## src/rtl/iprt_pkg.sv

```systemverilog
package iprt_pkg;

   localparam int TABLE_DEPTH_DEF = 16;
   localparam int DEVICE_MAX = 15;
   localparam int LEVEL_LEN_SHIFT = 24;
   localparam int ADDR_BITS = 32;

   typedef enum logic [1:0] {
      OP_ADD    = 2'd0,
      OP_DELETE = 2'd1,
      OP_LOOKUP = 2'd2,
      OP_DOWN   = 2'd3
   } op_type;

   typedef enum logic [2:0] {
      ST_OK       = 3'd0,
      ST_EXISTS   = 3'd1,
      ST_FULL     = 3'd2,
      ST_NOTFOUND = 3'd3,
      ST_INVALID  = 3'd4
   } status_type;

   typedef struct packed {
      logic [1:0]  operation;
      logic [31:0] dest_ip;
      logic [5:0]  prefix_len;
      logic [31:0] gateway;
      logic [3:0]  device;
      logic [31:0] src_ip;
      logic [15:0] metric;
   } req_type;

   typedef struct packed {
      logic [2:0]  status;
      logic [31:0] route_dst;
      logic [5:0]  route_prefix_len;
      logic [31:0] route_gateway;
      logic [3:0]  route_device;
      logic [31:0] route_src;
      logic [15:0] route_metric;
      logic [31:0] next_hop;
      logic [4:0]  removed_count;
      logic [4:0]  entry_count;
      logic [31:0] change_count;
   } rsp_type;

   typedef struct packed {
      logic [31:0] dst;
      logic [5:0]  prefix_len;
      logic [31:0] gateway;
      logic [3:0]  device;
      logic [31:0] src;
      logic [15:0] metric;
   } entry_type;

   typedef struct packed {
      logic start;
      logic step;
      logic finish;
   } cmd_type;

   typedef struct packed {
      logic scan_end;
   } sts_type;

endpackage

```

## src/rtl/iprt_ram.sv

```systemverilog
module iprt_ram import iprt_pkg::*; #(
   parameter int WIDTH = 8,
   parameter int DEPTH = 16
) (
   input  logic                                  clock,
   input  logic                                  we,
   input  logic [(DEPTH > 1 ? $clog2(DEPTH) : 1)-1:0] waddr,
   input  logic [WIDTH-1:0]                      wdata,
   input  logic [(DEPTH > 1 ? $clog2(DEPTH) : 1)-1:0] raddr,
   output logic [WIDTH-1:0]                      rdata
);

   logic [WIDTH-1:0] mem [DEPTH];
   logic [WIDTH-1:0] rdata_ff;

   always_ff @(posedge clock) begin
      if (we) begin
         mem[waddr] <= wdata;
      end
      rdata_ff <= mem[raddr];
   end

   assign rdata = rdata_ff;

endmodule

```

## src/rtl/iprt_ctrl.sv

```systemverilog
module iprt_ctrl import iprt_pkg::*; (
   input  logic    clock,
   input  logic    reset,
   input  logic    req_valid,
   output logic    req_ready,
   output logic    rsp_valid,
   input  logic    rsp_ready,
   output cmd_type cmd,
   input  sts_type sts
);

   typedef enum logic [2:0] {
      S_IDLE = 3'b001,
      S_SCAN = 3'b010,
      S_RESP = 3'b100
   } state_type;

   state_type state_ff, state_in;

   always_comb begin
      state_in   = state_ff;
      cmd        = '0;
      case (state_ff)
         S_IDLE: begin
            if (req_valid) begin
               cmd.start = 1'b1;
               state_in  = S_SCAN;
            end
         end
         S_SCAN: begin
            if (sts.scan_end) begin
               cmd.finish = 1'b1;
               state_in   = S_RESP;
            end else begin
               cmd.step = 1'b1;
            end
         end
         S_RESP: begin
            if (rsp_ready) begin
               state_in = S_IDLE;
            end
         end
         default: state_in = S_IDLE;
      endcase
   end

   always_ff @(posedge clock) begin
      if (reset) begin
         state_ff <= S_IDLE;
      end else begin
         state_ff <= state_in;
      end
   end

   assign req_ready = (state_ff == S_IDLE);
   assign rsp_valid = (state_ff == S_RESP);

   a_onehot: assert property (@(posedge clock) disable iff (reset) $onehot(state_ff))
      else $error("state not one-hot");
   a_finish_once: assert property (@(posedge clock) disable iff (reset)
      cmd.finish |=> !cmd.finish && rsp_valid)
      else $error("finish not followed by response");
   a_no_overlap: assert property (@(posedge clock) disable iff (reset)
      !(cmd.start && rsp_valid))
      else $error("request taken while response pending");

endmodule

```

## src/rtl/iprt_dp.sv

```systemverilog
module iprt_dp import iprt_pkg::*; #(
   parameter int TABLE_DEPTH = TABLE_DEPTH_DEF
) (
   input  logic    clock,
   input  logic    reset,
   input  req_type req_data,
   input  cmd_type cmd,
   output sts_type sts,
   output rsp_type rsp_data
);

   localparam int UW = $clog2(TABLE_DEPTH + 1);
   localparam int AW = TABLE_DEPTH > 1 ? $clog2(TABLE_DEPTH) : 1;
   localparam int EW = $bits(entry_type);

   req_type   q_ff;
   logic      bad_ff;
   logic [UW-1:0] rd_ff, rd_in, wr_ff, wr_in, rem_ff, rem_in, used_ff, used_in;
   logic      rd_vld_ff, rd_vld_in, found_ff, found_in;
   logic [31:0] best_ff, best_in, chg_ff, chg_in;
   entry_type win_ff, win_in;
   rsp_type   rsp_ff, rsp_in;

   logic          we;
   logic [AW-1:0] waddr, raddr;
   entry_type     wdata, e;
   logic [EW-1:0] rdata;

   logic [UW-1:0] used_eff;
   logic          dup, pfx_hit, dev_hit, bad_now;
   logic [31:0]   pmask, lvl;
   entry_type     q_entry;

   iprt_ram #(.WIDTH(EW), .DEPTH(TABLE_DEPTH)) u_ram (
      .clock (clock),
      .we    (we),
      .waddr (waddr),
      .wdata (wdata),
      .raddr (raddr),
      .rdata (rdata)
   );

   assign e = entry_type'(rdata);
   assign q_entry = '{dst: q_ff.dest_ip, prefix_len: q_ff.prefix_len, gateway: q_ff.gateway,
                      device: q_ff.device, src: q_ff.src_ip, metric: q_ff.metric};
   assign used_eff = bad_ff ? '0 : used_ff;
   assign sts.scan_end = (rd_ff >= used_eff) && !rd_vld_ff;
   assign bad_now = ({4'b0, req_data.device} > 8'(DEVICE_MAX)) ||
                    ((req_data.operation == OP_ADD) &&
                     ((req_data.prefix_len > 6'(ADDR_BITS)) || (req_data.device == 4'd0)));

   // zero stored field other than dst is a wildcard
   assign dup = (e.dst == q_ff.dest_ip) &&
                ((e.gateway == 32'd0) || (e.gateway == q_ff.gateway)) &&
                ((e.prefix_len == 6'd0) || (e.prefix_len == q_ff.prefix_len)) &&
                ((e.device == 4'd0) || (e.device == q_ff.device)) &&
                ((e.src == 32'd0) || (e.src == q_ff.src_ip)) &&
                ((e.metric == 16'd0) || (e.metric == q_ff.metric));
   assign pmask = (e.prefix_len >= 6'(ADDR_BITS)) ? '1 : ~(32'hFFFF_FFFF >> e.prefix_len);
   assign pfx_hit = ((e.dst & pmask) == (q_ff.dest_ip & pmask));
   assign dev_hit = (q_ff.device == 4'd0) || (e.device == q_ff.device);
   assign lvl = {2'b0, e.prefix_len, 7'b0, (e.gateway == 32'd0), ~e.metric};

   always_comb begin
      rd_in     = rd_ff;
      rd_vld_in = 1'b0;
      wr_in     = wr_ff;
      rem_in    = rem_ff;
      found_in  = found_ff;
      best_in   = best_ff;
      win_in    = win_ff;
      used_in   = used_ff;
      chg_in    = chg_ff;
      rsp_in    = rsp_ff;
      we        = 1'b0;
      waddr     = wr_ff[AW-1:0];
      wdata     = e;
      raddr     = rd_ff[AW-1:0];

      if (cmd.start) begin
         rd_in    = '0;
         wr_in    = '0;
         rem_in   = '0;
         found_in = 1'b0;
         best_in  = '0;
      end

      if (cmd.step) begin
         if (rd_ff < used_eff) begin
            rd_vld_in = 1'b1;
            rd_in     = rd_ff + 1'b1;
         end
         if (rd_vld_ff) begin
            case (op_type'(q_ff.operation))
               OP_ADD: begin
                  if (dup) found_in = 1'b1;
               end
               OP_DELETE: begin
                  if (dup && !found_ff) begin
                     found_in = 1'b1;
                     rem_in   = rem_ff + 1'b1;
                  end else begin
                     we    = 1'b1;
                     wr_in = wr_ff + 1'b1;
                  end
               end
               OP_LOOKUP: begin
                  if (pfx_hit && dev_hit && (lvl > best_ff)) begin
                     best_in = lvl;
                     win_in  = e;
                  end
               end
               OP_DOWN: begin
                  if ((q_ff.device != 4'd0) && (e.device == q_ff.device)) begin
                     rem_in = rem_ff + 1'b1;
                  end else begin
                     we    = 1'b1;
                     wr_in = wr_ff + 1'b1;
                  end
               end
               default: ;
            endcase
         end
      end

      if (cmd.finish) begin
         rsp_in = '0;
         rsp_in.status = ST_OK;
         if (bad_ff) begin
            rsp_in.status = ST_INVALID;
         end else begin
            case (op_type'(q_ff.operation))
               OP_ADD: begin
                  if (found_ff) begin
                     rsp_in.status = ST_EXISTS;
                  end else if (used_ff >= UW'(TABLE_DEPTH)) begin
                     rsp_in.status = ST_FULL;
                  end else begin
                     we      = 1'b1;
                     waddr   = used_ff[AW-1:0];
                     wdata   = q_entry;
                     used_in = used_ff + 1'b1;
                     chg_in  = chg_ff + 32'd1;
                  end
               end
               OP_LOOKUP: begin
                  if (best_ff == 32'd0) begin
                     rsp_in.status = ST_NOTFOUND;
                  end else begin
                     rsp_in.route_dst        = win_ff.dst;
                     rsp_in.route_prefix_len = win_ff.prefix_len;
                     rsp_in.route_gateway    = win_ff.gateway;
                     rsp_in.route_device     = win_ff.device;
                     rsp_in.route_src        = win_ff.src;
                     rsp_in.route_metric     = win_ff.metric;
                     rsp_in.next_hop = (win_ff.gateway != 32'd0) ? win_ff.gateway
                                                                  : q_ff.dest_ip;
                  end
               end
               OP_DELETE, OP_DOWN: begin
                  if ((q_ff.operation == OP_DELETE) && !found_ff) begin
                     rsp_in.status = ST_NOTFOUND;
                  end
                  used_in = used_ff - rem_ff;
                  chg_in  = chg_ff + 32'(rem_ff);
               end
               default: ;
            endcase
         end
         rsp_in.removed_count = 5'(rem_ff);
         rsp_in.entry_count   = 5'(used_in);
         rsp_in.change_count  = chg_in;
      end
   end

   always_ff @(posedge clock) begin
      if (reset) begin
         used_ff   <= '0;
         chg_ff    <= '0;
         rd_vld_ff <= 1'b0;
         rd_ff     <= '0;
         wr_ff     <= '0;
      end else begin
         used_ff   <= used_in;
         chg_ff    <= chg_in;
         rd_vld_ff <= rd_vld_in;
         rd_ff     <= rd_in;
         wr_ff     <= wr_in;
      end
   end

   always_ff @(posedge clock) begin
      if (cmd.start) begin
         q_ff   <= req_data;
         bad_ff <= bad_now;
      end
      rem_ff   <= rem_in;
      found_ff <= found_in;
      best_ff  <= best_in;
      win_ff   <= win_in;
      rsp_ff   <= rsp_in;
   end

   assign rsp_data = rsp_ff;

   a_used_bound: assert property (@(posedge clock) disable iff (reset)
      used_ff <= UW'(TABLE_DEPTH))
      else $error("entry count above depth");
   a_compact_order: assert property (@(posedge clock) disable iff (reset)
      wr_ff <= rd_ff)
      else $error("compaction write ahead of read");
   a_finish_drained: assert property (@(posedge clock) disable iff (reset)
      cmd.finish |-> !rd_vld_ff)
      else $error("finish with read data pending");

endmodule

```

## src/rtl/ipv4_route_table_lpm.sv

```systemverilog
// IPv4 route table with longest-prefix lookup. Routes sit in insertion order in a single
// RAM; every valid request scans the N entries in use one per cycle through the RAM read
// port, and delete / device-down compact the table in place during the same scan. The
// scan issues the N reads, waits for the registered read data of the last one, and then
// a finish step loads the response register; an empty table or an invalid request goes
// straight to the finish step. One request is in flight at a time and the next one can
// be taken in the cycle after the response is taken, so no new request is accepted before
// the previous response has been taken. No clearing pass is needed after reset.
module ipv4_route_table_lpm import iprt_pkg::*; #(
   parameter int TABLE_DEPTH = TABLE_DEPTH_DEF
) (
   input  logic    clock,
   input  logic    reset,
   input  logic    req_valid,
   output logic    req_ready,
   input  req_type req_data,
   output logic    rsp_valid,
   input  logic    rsp_ready,
   output rsp_type rsp_data
);

   cmd_type cmd;
   sts_type sts;

   iprt_ctrl u_ctrl (
      .clock     (clock),
      .reset     (reset),
      .req_valid (req_valid),
      .req_ready (req_ready),
      .rsp_valid (rsp_valid),
      .rsp_ready (rsp_ready),
      .cmd       (cmd),
      .sts       (sts)
   );

   iprt_dp #(.TABLE_DEPTH(TABLE_DEPTH)) u_dp (
      .clock    (clock),
      .reset    (reset),
      .req_data (req_data),
      .cmd      (cmd),
      .sts      (sts),
      .rsp_data (rsp_data)
   );

endmodule
```

## config.mk

```make
export PLATFORM = sky130hd
export DESIGN_NAME = ipv4_route_table_lpm
export DESIGN_NICKNAME = d
export VERILOG_FILES = /design/src/rtl/iprt_pkg.sv /design/src/rtl/iprt_ram.sv /design/src/rtl/iprt_ctrl.sv /design/src/rtl/iprt_dp.sv /design/src/rtl/ipv4_route_table_lpm.sv
export SDC_FILE = /design/constraint.sdc
export NUM_CORES = 2
export LEC_CHECK = 0
export BUFFER_PORTS_ARGS = -buffer_cell sky130_fd_sc_hd__clkbuf_2
export CAP_MARGIN = 20
export CELL_PAD_IN_SITES_DETAIL_PLACEMENT = 1
export CELL_PAD_IN_SITES_GLOBAL_PLACEMENT = 2
export CORE_MARGIN = 5
export CORE_UTILIZATION = 40
export CTS_CLUSTER_DIAMETER = 30
export DETAILED_ROUTE_END_ITERATION = 12
export PLACE_DENSITY = 0.74
export SYNTH_ARGS = -nofsm -noshare
export SYNTH_HDL_FRONTEND = slang
export SYNTH_SLANG_ARGS = --single-unit
```

## constraint.sdc

```tcl
create_clock -name clock -period 8.7 [get_ports clock]
set_clock_uncertainty 0.05 [all_clocks]
set_input_delay 0 -clock clock [delete_from_list [all_inputs] [get_ports clock]]
set_output_delay 0 -clock clock [all_outputs]
set_load 0.02 [all_outputs]
```

Word-level counts from Yosys, hierarchy flattened --
Memories as Yosys holds them, arrays and structs flattened. A register that Yosys moved wholly into a read port is not among the register bits. Cells that the tools add are included.
Operators by class: add/subtract/negate cells 7, magnitude comparators 6, equal/unequal tests 16, shift operators 1, mux-type cells 74, bitwise operators 6, reduce and logical (&&, ||, !) cells 38
Operators with widths (count):
- $mux 122 | 5
- $mux 32 | 10
- $eq 32x32->1 | 4
- $logic_not 32->1 | 3
- $mux 5 | 17
- $and 32x32->32 | 2
- $pmux 32 s2 | 1
- $add 32x1->32 const B | 1
- $add 32x5->32 | 1
- $gt 30x32->1 | 1
- $not 32->32 | 1
- $reduce_bool 32->1 | 1
- $shr 32x6->32 const A | 1
- $pmux 5 s2 | 3
- $mux 1 | 21
- $add 5x1->5 const B | 4
- $mux 4 | 5
- $pmux 3 s3 | 2
- $eq 16x16->1 | 1
- $logic_not 16->1 | 1
- $not 16->16 | 1
- $logic_and 1x1->1 | 12
- $logic_not 4->1 | 3
- $mux 3 | 4
- 27 further kinds | 43
Storage, ports and cells: register bits 535, memory bits (writable) 1952, input bits 128, output and inout bits 201, word-level logic and storage cells 183, memories 1
Memories:
- u_dp.u_ram.mem | words 16, width 122, rd ports 1, clocked after Yosys merged registers in 1, write ports 1, line iprt_ram.sv:13 | logic [WIDTH-1:0] mem [DEPTH];

Depth between registers and ports, before layout --
depth in word-level cells 19, gate-level depth with buffers 17, mapped depth without buffers 12

Cells and area by module --
From an unflattened synthesis, not the netlist that was laid out.
Second synthesis, totals: cell total of the unflattened synthesis 4966, area, all modules 99321.5 um^2
By module, submodules not included:
- iprt_ram | times used 1, cells an instance 3118, area an instance 75291.0 um^2, seq. area each 61058.6 um^2
- iprt_dp | times used 1, cells an instance 1826, area an instance 23836.6 um^2, seq. area each 15094.5 um^2
- iprt_ctrl | times used 1, cells an instance 22, area an instance 193.9 um^2, seq. area each 60.1 um^2

Least setup slack after synthesis --
Ideal clock, no wire load.
path type reg2reg, from register u_dp.rd_ff[0], to register u_dp.rsp_ff, in the netlist u_dp.rsp_data[0], enable pin, library setup time 643 ps, arrival time 7982 ps, setup slack 25 ps, cell stages (with the launch flop) 14, buffers on the path 5, clock period less this slack 8675 ps, cells stage by stage dfxtp_1 -> clkbuf_1 -> clkbuf_1 -> buf_1 -> inv_1 -> ha_1 -> nor2b_1 -> o21a_1 -> o21a_1 -> o21ai_1 -> a311o_1 -> buf_4 -> inv_2 -> clkbuf_1
RTL lines:
- start: declaration | line iprt_dp.sv:18 | logic [UW-1:0] rd_ff, rd_in, wr_ff, wr_in, rem_ff, rem_in, used_ff, used_in;
- start signal: assignment | line iprt_dp.sv:187 | rd_ff <= rd_in;
- end signal: assignment | line iprt_dp.sv:201 | rsp_ff <= rsp_in;
- end: declaration | line iprt_dp.sv:22 | rsp_type rsp_ff, rsp_in;

Worst setup path in the final report --
from register u_dp.bad_ff, to memory u_dp.u_ram.mem[2][86] (netlist name), enable pin
Between the ends: word-level cells in the longest chain between the ends 13
RTL lines:
- start: declaration | line iprt_dp.sv:17 | logic bad_ff;
- start signal: assignment | line iprt_dp.sv:195 | bad_ff <= bad_now;
- $mux 5 | line iprt_dp.sv:46 | assign used_eff = bad_ff ? '0 : used_ff;
- $ge 5x5->1 | line iprt_dp.sv:47 | assign sts.scan_end = (rd_ff >= used_eff) && !rd_vld_ff;
- $logic_and 1x1->1 | line iprt_dp.sv:47
- $mux 1 | line iprt_ctrl.sv:31 | if (sts.scan_end) begin
- $mux 2 | line iprt_ctrl.sv:23 | case (state_ff)
- $mux 1 | line iprt_dp.sv:88 | if (cmd.step) begin
- $mux 1 | line iprt_dp.sv:136 | end else if (used_ff >= UW'(TABLE_DEPTH)) begin
- $mux 1 | line iprt_dp.sv:134 | if (found_ff) begin
- $mux 1 | line iprt_dp.sv:132 | case (op_type'(q_ff.operation))
- $mux 1 | line iprt_dp.sv:129 | if (bad_ff) begin
- $mux 1 | line iprt_dp.sv:126 | if (cmd.finish) begin
- $mux 1 | line iprt_ram.sv:17 | if (we) begin
- $mux 1 (not written as such) | line iprt_ram.sv:18 | mem[waddr] <= wdata;
- end: declaration | line iprt_ram.sv:13
Parallel ways exist; a longest one is shown, timed or not.

==> results.cfg <==
[synth]
yosys_warnings = 0
ys_ff_latch = 2608
syn_inst = 4977
synth-async-reset-ratio = 0
synth-main-ff-cell = edfxtp_1
synth_edf_count = 2398
ys_types = 87
syn_area_mm2 = 0.0997
syn_avg_cell_area_um2 = 20.0
synth_nets = 5150
ys_seq_area_frac = 0.764

[cts]
clkTransAtPathRegs_ps = 50
clk_latency_ps = 1030
cts_max_level = 5
cts_buffers = 471
clock_sinks = 2608
cts_tree = done
cts-root-buf = clkbuf_16
postCtsSetupBuffers = 0
cts_buffer_depth = 4

[die]
io_pins = 329
die_w_um = 509
dieArea_mm2 = 0.259
core_area_mm2 = 0.248
rows = 183
die_y_um = 509
start_util = 0.401

[finish]
synthToLayoutAreaGrowth_pct = 24.9
fillers = 22500
nNetsFinal = 6081
most-common-layout-cells = edfxtp_1 (2,398), mux4_2 (610), clkbuf_16 (477)
final-seq-area_mm2 = 0.0762
design_area_mm2 = 0.125
drive_gt1_frac = 0.298
mostFrequentLayoutCell = edfxtp_1
final_cell_count_no_fill = 9640
multiInputGateArea_mm2 = 0.0225

[worst_setup_path]
r2r_end = u_dp.u_ram.mem[2][86]
path_cells = buf_4, clkinv_1, nand2_1, ha_1, nor2b_1, o21a_1, o21a_1, o21ai_1, a311oi_4, buf_12, a31oi_1, nor2_4, buf_4, buf_4
cp_common_cell = buf_4
worst-r2r-setup-slack_ps = 2240
start_kind = register
required_ps = 9250
critPathSlowestCell = nor2_4
arrival_ps = 7010
r2r-start = u_dp.bad_ff
cp_top_family = buffers and inverters
cp_max_fo = 141
worst-r2r-cell-count = 14
max_stage_delay_ps = 840
end_kind = register
crit_type = register to register
path_buf_inv = 5

[placement]
port_buffers = 328
gp_congestion = 0.790
dpl_cell_area_mm2 = 0.106
dp_hpwl_mm = 156
dp.cells = 8509

[sta]
slew_viol_final = 0
setup_viol = 0
hold_violations = 0
max_slew_margin = 0.165
finalSetupTns_ps = 0
period_share = 0.742
finalCriticalPeriod_ps = 6460
tightest_slew_ps = 1250
rsz0062_at_grt = false
fmax_mhz = 155

[status]
outcome = completed

[grt]
grt_max_degree = 167
grt_pass1_vias = 57100
antenna_found_initial = 14
grt_usage = 0.219
gr-total-overflow = 0
grt_pass1_wl_mm = 413

[pwr]
ir_drop_uv = 233
p_leak_nw = 40.9
power.density_mw_per_mm2 = 261
power_mw = 32.5

[flow_run]
cap_violations = 0

[routing]
post_drt_wl_per_cell_um = 29.6
vias = 53300
drc_errors = 0
ant_nets = 0
drt-vias-per-instance = 5.53
dr.first_iter.drc_count = 5106
dr.pass1.iters = 6
routed_wl_mm = 286

[min_path]
hp-class = primary input to register
hold_path_end = u_dp.chg_ff[15]
min_path_cells = 4
min-delay-start = reset
-- where the power goes --
| group | leakage, nW | switching, mW | internal [mW] |
|---|---|---|---|
| combinational | 9.74 | 0.221 | 0.151 |
| sequential | 23.4 | 0.0788 | 13.6 |
| clock | 7.78 | 6.35 | 12.1 |
| total | 40.9 | 6.65 | 25.9 |
-- how the worst max path moves through the flow --
stage / cells after the start / from / to
global placement: 14 / u_dp.bad_ff / u_dp.u_ram.mem[2][77]
global route: 14 / u_dp.bad_ff / u_dp.u_ram.mem[2][76]
floorplan: 13 / u_dp.rd_ff[0] / u_dp.rsp_data[0]
finish: 14 / u_dp.bad_ff / u_dp.u_ram.mem[2][86]
CTS: 14 / u_dp.bad_ff / u_dp.u_ram.mem[2][76]
detailed placement: 14 / u_dp.bad_ff / u_dp.u_ram.mem[2][77]
-- per-layer routing --
metal / GRT usage / vias to the layer above / share of wire
met1: 0.295 / 28500 / 0.41
met3: 0.0413 / 502 / 0.066
li1: - / 22100 / -
met5: 0 / - / 0.000070
met4: 0.0677 / 4 / 0.030
met2: 0.363 / 2268 / 0.49
-- cell type report --
class	count	area share
timing repair buffer	688	0.0418
inverter	65	0.00208
clock buffer	532	0.0985
clock inverter	339	0.0312
antenna	4	0.0000804
multi-input combinational	2074	0.181
tap	3330	0.0334
sequential	2608	0.612
-- what timing repair did --
item | 4_1_cts | 5_1_grt
hold endpoints to repair | 207 | 0
hold buffers | 254 | 0
resized for setup | 0 | 0
-- sequential cells by signal, indices dropped and copies added, names as in the netlist --
signal            count
u_ctrl.state_ff       3
u_dp.bad_ff           1
u_dp.best_ff         32
u_dp.chg_ff          32
u_dp.found_ff         1
u_dp.q_entry        122
u_dp.q_ff             2
u_dp.rd_ff            5
u_dp.rd_vld_ff        1
u_dp.rem_ff           5
u_dp.rsp_data       199
u_dp.u_ram.mem     1952
u_dp.u_ram.rdata    122
u_dp.used_ff          5
u_dp.win_ff         122
u_dp.wr_ff            4
-- worst reg2reg max path: cells and delay by family, from the launching register on --
family | cells | cell delay, ps
adders and majority gates | 1 | 150
buffers and inverters | 5 | 2860
and+or+nand+nor | 3 | 1180
AOI/OAI and AO/OA | 5 | 1450
DFF | 1 | 320
-- metrics by stage --
step | utilization | hold slack [ps] | setup WS, ps
2_1_floorplan | - | 48.9 | 25.0
3_3_place_gp | 0.426 | 130 | 2240
3_5_place_dp | 0.426 | 129 | 2210
4_1_cts | 0.501 | 19.8 | 2110
5_1_grt | 0.501 | 75.1 | 1890
6_report | 0.501 | 90.6 | 2240
-- Yosys cell counts (30+ instances only) --
library cell / number / area (um2)
edfxtp_1: 2398 / 72000
mux4_2: 610 / 13700
nand2_1: 444 / 1670
dfxtp_1: 210 / 4200
clkbuf_1: 168 / 631
nor2_1: 141 / 529
and2_1: 132 / 826
xnor2_1: 99 / 867
a21oi_1: 88 / 440
xor2_1: 75 / 657
inv_1: 62 / 233
nor4_1: 56 / 350
nand4_1: 49 / 307
o21ai_0: 47 / 235
buf_1: 46 / 173
ha_1: 43 / 538
nand3_1: 34 / 170
nor3_1: 30 / 150
-- cell families (layout without fill, tap and decap cells) --
kind of cell | count (synthesis) | count (layout) | share of synthesized area
simple gates | 966 | 966 | 0.0463
other cells | 0 | 4 | 0
flops | 2608 | 2608 | 0.764
buf+inv | 295 | 1624 | 0.0115
compound gates | 249 | 249 | 0.0159
fa+ha+maj | 45 | 45 | 0.00580
mux | 640 | 640 | 0.141
xor+xnor | 174 | 174 | 0.0153
Note: power is estimated with default switching activity, not from simulation.
